### config.mk
export PLATFORM = sky130hd
export DESIGN_NAME = pdg_cell_map
export DESIGN_NICKNAME = d
export VERILOG_FILES = /design/src/rtl/pdg_pkg.sv /design/src/rtl/pdg_cell_map.sv
export SDC_FILE = /design/constraint.sdc
export NUM_CORES = 2
export LEC_CHECK = 0
export BUFFER_PORTS_ARGS = -buffer_cell sky130_fd_sc_hd__buf_2
export CELL_PAD_IN_SITES_DETAIL_PLACEMENT = 1
export CELL_PAD_IN_SITES_GLOBAL_PLACEMENT = 1
export CORE_UTILIZATION = 47
export DETAILED_ROUTE_END_ITERATION = 6
export PLACE_DENSITY_LB_ADDON = 0.3
export SYNTH_ARGS = -nofsm -noshare
export SYNTH_HDL_FRONTEND = slang
export SYNTH_SLANG_ARGS = --single-unit
### constraint.sdc
create_clock -name clk -period 7.4 [get_ports clk]
set_input_delay 1.48 -clock clk [delete_from_list [all_inputs] [get_ports clk]]
set_output_delay 1.48 -clock clk [all_outputs]
set_load 0.1 [all_outputs]
### src/rtl/pdg_pkg.sv
// Shared constants, codes and types of the Poisson-disc grid checker.
// No dependencies; every other file imports this package.
package pdg_pkg;

  localparam int GRID_DIM_DEF   = 64;
  localparam int COORD_BITS_DEF = 24;

  localparam int RSQ_W      = 48;
  localparam int ICW_W      = 24;
  localparam int GSZ_W      = 7;
  localparam int CELL_W     = 6;
  localparam int PROD_FRAC  = 24;
  localparam int CFG_IDX_W  = 2;
  localparam int CFG_DATA_W = 48;

  localparam logic [GSZ_W-1:0] GRID_SIZE_RST = 7'd64;

  localparam logic CMD_CLEAR = 1'b0;
  localparam logic CMD_TEST  = 1'b1;

  localparam int EPOCH_W = 4;
  localparam logic [EPOCH_W-1:0] EPOCH_NONE  = '0;
  localparam logic [EPOCH_W-1:0] EPOCH_FIRST = EPOCH_W'(1);
  localparam logic [EPOCH_W-1:0] EPOCH_LAST  = '1;

  localparam int NB_W         = 4;
  localparam int NB_COUNT     = 9;
  localparam int DRAIN_W      = 2;
  localparam int DRAIN_CYCLES = 3;

  typedef enum logic [CFG_IDX_W-1:0] {
    REG_RADIUS_SQ = 2'd0,
    REG_INV_CELL  = 2'd1,
    REG_GRID_SIZE = 2'd2
  } cfg_reg_t;

  typedef enum logic [2:0] {
    ST_SWEEP,
    ST_IDLE,
    ST_MAP,
    ST_RANGE,
    ST_SCAN,
    ST_DRAIN,
    ST_DONE
  } state_t;

  typedef struct packed {
    logic              accepted;
    logic              in_range;
    logic [CELL_W-1:0] cell_column;
    logic [CELL_W-1:0] cell_row;
  } res_t;

  // neighbor offset codes: 0 is minus one, 1 is zero, 2 is plus one
  function automatic logic [1:0] nb_dcol(input logic [NB_W-1:0] nb);
    logic [1:0] d;
    case (nb)
      4'd0, 4'd1, 4'd2: d = 2'd0;
      4'd3, 4'd4, 4'd5: d = 2'd1;
      4'd6, 4'd7, 4'd8: d = 2'd2;
      default:          d = 2'd1;
    endcase
    return d;
  endfunction

  function automatic logic [1:0] nb_drow(input logic [NB_W-1:0] nb);
    logic [1:0] d;
    case (nb)
      4'd0, 4'd3, 4'd6: d = 2'd0;
      4'd1, 4'd4, 4'd7: d = 2'd1;
      4'd2, 4'd5, 4'd8: d = 2'd2;
      default:          d = 2'd1;
    endcase
    return d;
  endfunction

endpackage

### src/rtl/pdg_cell_map.sv
// Cell mapping: coordinate times reciprocal cell width, registered, then range check.
// Depends on pdg_pkg.
module pdg_cell_map
  import pdg_pkg::*;
#(
  parameter int GRID_DIM   = GRID_DIM_DEF,
  parameter int COORD_BITS = COORD_BITS_DEF
) (
  input  logic                          clk,
  input  logic signed [COORD_BITS-1:0]  point_x,
  input  logic signed [COORD_BITS-1:0]  point_y,
  input  logic [ICW_W-1:0]              inv_cell_width,
  input  logic [$clog2(GRID_DIM+1)-1:0] grid_used,
  output logic                          in_range,
  output logic [$clog2(GRID_DIM)-1:0]   col_idx,
  output logic [$clog2(GRID_DIM)-1:0]   row_idx
);

  localparam int PROD_W = COORD_BITS + ICW_W + 1;
  localparam int GS_W   = $clog2(GRID_DIM + 1);
  localparam int CMP_W  = (COORD_BITS > GS_W) ? COORD_BITS : GS_W;
  localparam int CIDX_W = $clog2(GRID_DIM);

  logic signed [PROD_W-1:0] prod_x_r;
  logic signed [PROD_W-1:0] prod_y_r;
  logic signed [ICW_W:0]    icw_s;
  logic [CMP_W-1:0]         cell_x;
  logic [CMP_W-1:0]         cell_y;
  logic [CMP_W-1:0]         gs_ext;

  assign icw_s = $signed({1'b0, inv_cell_width});

  always_ff @(posedge clk) begin
    prod_x_r <= PROD_W'(point_x) * PROD_W'(icw_s);
    prod_y_r <= PROD_W'(point_y) * PROD_W'(icw_s);
  end

  assign cell_x = CMP_W'(prod_x_r[PROD_FRAC +: COORD_BITS]);
  assign cell_y = CMP_W'(prod_y_r[PROD_FRAC +: COORD_BITS]);
  assign gs_ext = CMP_W'(grid_used);

  assign in_range = !prod_x_r[PROD_W-1] && !prod_y_r[PROD_W-1] &&
                    (cell_x < gs_ext) && (cell_y < gs_ext);
  assign col_idx  = cell_x[CIDX_W-1:0];
  assign row_idx  = cell_y[CIDX_W-1:0];

endmodule

==> flow_metrics.tcl <==
set metrics [dict create \
    ioPinCount 93 \
    synth_most_common_cell "inv_1" \
    status "finished with violations" \
    die_h_microns 288 \
    tritoncts "yes" \
    cts_root_buf "clkbuf_16" \
    grt_antenna_before_repair 8 \
    via_per_inst 5.25 \
    relSlewSlack 0.454 \
    drt_iter0_drc 1365 \
    endpoint_kind "flop" \
    htreeDepth 2 \
    clkSlewWorstSetupHoldPaths_ns 0.08 \
    grt_max_degree 29 \
    crit_required_ns 7.62 \
    drive_above_1_share 0.174 \
    fin_crit_ns 7.79 \
    synthArstFlopShare 0 \
    violations "DRC, setup timing" \
    worstSetupStartpoint "inv_cell_width[13]" \
    drtAntennaViolNets 0 \
    ys_top_cells_by_area "fa_1, ha_1, inv_1, and2_1, nand2_1" \
    yosys_warnings 0 \
    ys.flop_type "dfxtp_1" \
    wl_met1_microns 45800 \
    wl_met2_microns 63500 \
    grt_overflow_total 0 \
    synth_top_area_frac 0.501 \
    whs_path_depth 5 \
    grt_usage 0.299 \
    synthTopCellsByCount "inv_1, fa_1, nand2_1" \
    core_area_sq_um 80800 \
    wl_met3_microns 4990 \
    clock_sinks 50 \
    maxSlewViolCount 0 \
    syn_nets 5684 \
    detailroute.via_count 29500 \
    tightestPinTransition_ns 0.812 \
    synth_edf_count 0 \
    synth_top_area_cell "fa_1" \
    cap_viol_max_count 0 \
    cp_max_fo 5 \
    drc_errors 18 \
    grt_setup_unrepaired "true" \
    dieWidth_microns 288 \
    fin_ws_ns -0.390 \
    whs_ns 2.07 \
    wl_per_cell_microns 21.3 \
    worstPathArrival_ns 8.01 \
    io_buffers 92 \
    initial_utilization 0.476 \
    finalHoldViolCount 0 \
    fin_util 0.560 \
    dieArea_sq_um 83000 \
    postRouteWirelength_microns 120000 \
    crit_type "in -> reg" \
    avgSynthCellArea_sq_um 9.09 \
    syn_to_final_growth_pct 17.5 \
    top_layer_used "met5" \
    fmax_mhz 128 \
    min_to "prod_y_r[48]$_DFF_P_" \
    hpwl_microns 99900 \
    gp_congestion 0.867 \
    synth.yosys.seq_area_share 0.0260 \
    synth_cell_type_count 64 \
    final_min_period_over_clock_period 1.05 \
    grt_pass1_wl_microns 190000 \
    min_from "point_y[23]" \
    rows 104 \
    synthCells 4234 \
    drt_pass1_iterations 7 \
    numCtsBuffers 5 \
    ys_seq_elements 50 \
    setup_viol 35 \
    start_kind "input port" \
    cts_buffer_depth 2 \
    syn_area_sq_um 38500 \
    min_path_type "in -> reg" \
    grt_pass1_vias 35000 \
    nNetsFinal 5999 \
]
-- registers in the layout, summed over array words and instances, names as in the netlist --
name and flops:
prod_y_r 25, prod_x_r 25
-- how the worst max path moves through the flow --
stage | endpoint | slack, ns | cells after the start
2_1_floorplan | prod_x_r[41]$_DFF_P_ | -0.17 | 22
3_3_place_gp | prod_x_r[41]$_DFF_P_ | -0.96 | 24
3_5_place_dp | prod_x_r[41]$_DFF_P_ | -1.13 | 24
4_1_cts | prod_y_r[46]$_DFF_P_ | -0.41 | 27
5_1_grt | prod_y_r[46]$_DFF_P_ | -0.58 | 28
6_report | prod_x_r[41]$_DFF_P_ | -0.39 | 25
-- cell type report --
type / count / area, sq um
diodes: 1 / 2.50
multi-input cells: 2889 / 33700
clock inverters: 1 / 8.76
repair buffers: 536 / 5010
well taps: 1060 / 1330
inverters: 1067 / 4010
clock buffers: 7 / 153
fillers: 9153 / 35600
flip-flops and latches: 50 / 1000
-- critical path, stage by stage --
cell and delay (ns):
buf_12 0.11, buf_12 0.13, and2_4 0.14, fa_1 0.53, inv_1 0.05, fa_1 0.49, inv_1 0.06, fa_1 0.48
fa_1 0.59, fa_1 0.44, fa_1 0.50, inv_1 0.05, fa_1 0.51, inv_2 0.06, ha_4 0.26, nand4_1 0.14
or4_4 0.58, a211oi_4 0.18, buf_6 0.16, o21ai_4 0.07, o311a_4 0.35, buf_6 0.13, a221oi_4 0.29, nor2_1 0.10
xnor2_1 0.13
-- cell usage in the layout, fill, tap and decap left out, types with 19 or more instances in the layout --
cell type and count:
buf_6 54, nand2b_1 37, inv_2 36, buf_4 352, ha_1 383, ha_4 24, and2_4 39, nor2_1 19
xnor2_1 23, and2_1 500, a21oi_1 41, a21o_1 30, nor2b_1 23, fa_1 926, buf_2 49, dfxtp_1 50
inv_1 1031, buf_12 51, fa_2 36, nand2_1 578
-- through the flow --
step / setup WS [ns] / cell area [sq um] / instances / setup TNS [ns]
after floorplan: -0.168 / 39400 / 4234 / -1.02
after global routing: -0.577 / 45200 / 5610 / -15.76
after CTS: -0.406 / 44200 / 5586 / -7.28
after detailed placement: -1.13 / 43100 / 5553 / -37.52
after global placement: -0.958 / 43100 / 5553 / -30.71
final: -0.390 / 45200 / 5611 / -7.61
-- routing by layer --
layer  track usage  up-vias
met1         0.357    15700
met3        0.0269      247
met2         0.552      695
met5             0        -
li1              -    12800
met4         0.115       10
-- what timing repair did --
| item | 4_1_cts | 5_1_grt |
|---|---|---|
| buffers inserted | 23 | 23 |
| hold buffers | 0 | 0 |
| setup endpoints to repair | 47 | 49 |
| resized for setup | 189 | 204 |
| gates cloned | 5 | 3 |
| pin swaps | 94 | 97 |
-- kinds of logic after synthesis --
group / count (synthesis) / synth area share
xor+xnor: 47 / 0.0107
buf+inv: 1295 / 0.128
simple gates: 1283 / 0.168
fa+ha+maj: 1370 / 0.633
compound gates: 187 / 0.0336
flops: 50 / 0.0260
mux: 2 / 0.000553
Power is left out: the tool's default activity adds up to more than one toggle a clock period on the data nets, which glitch-free logic cannot reach.
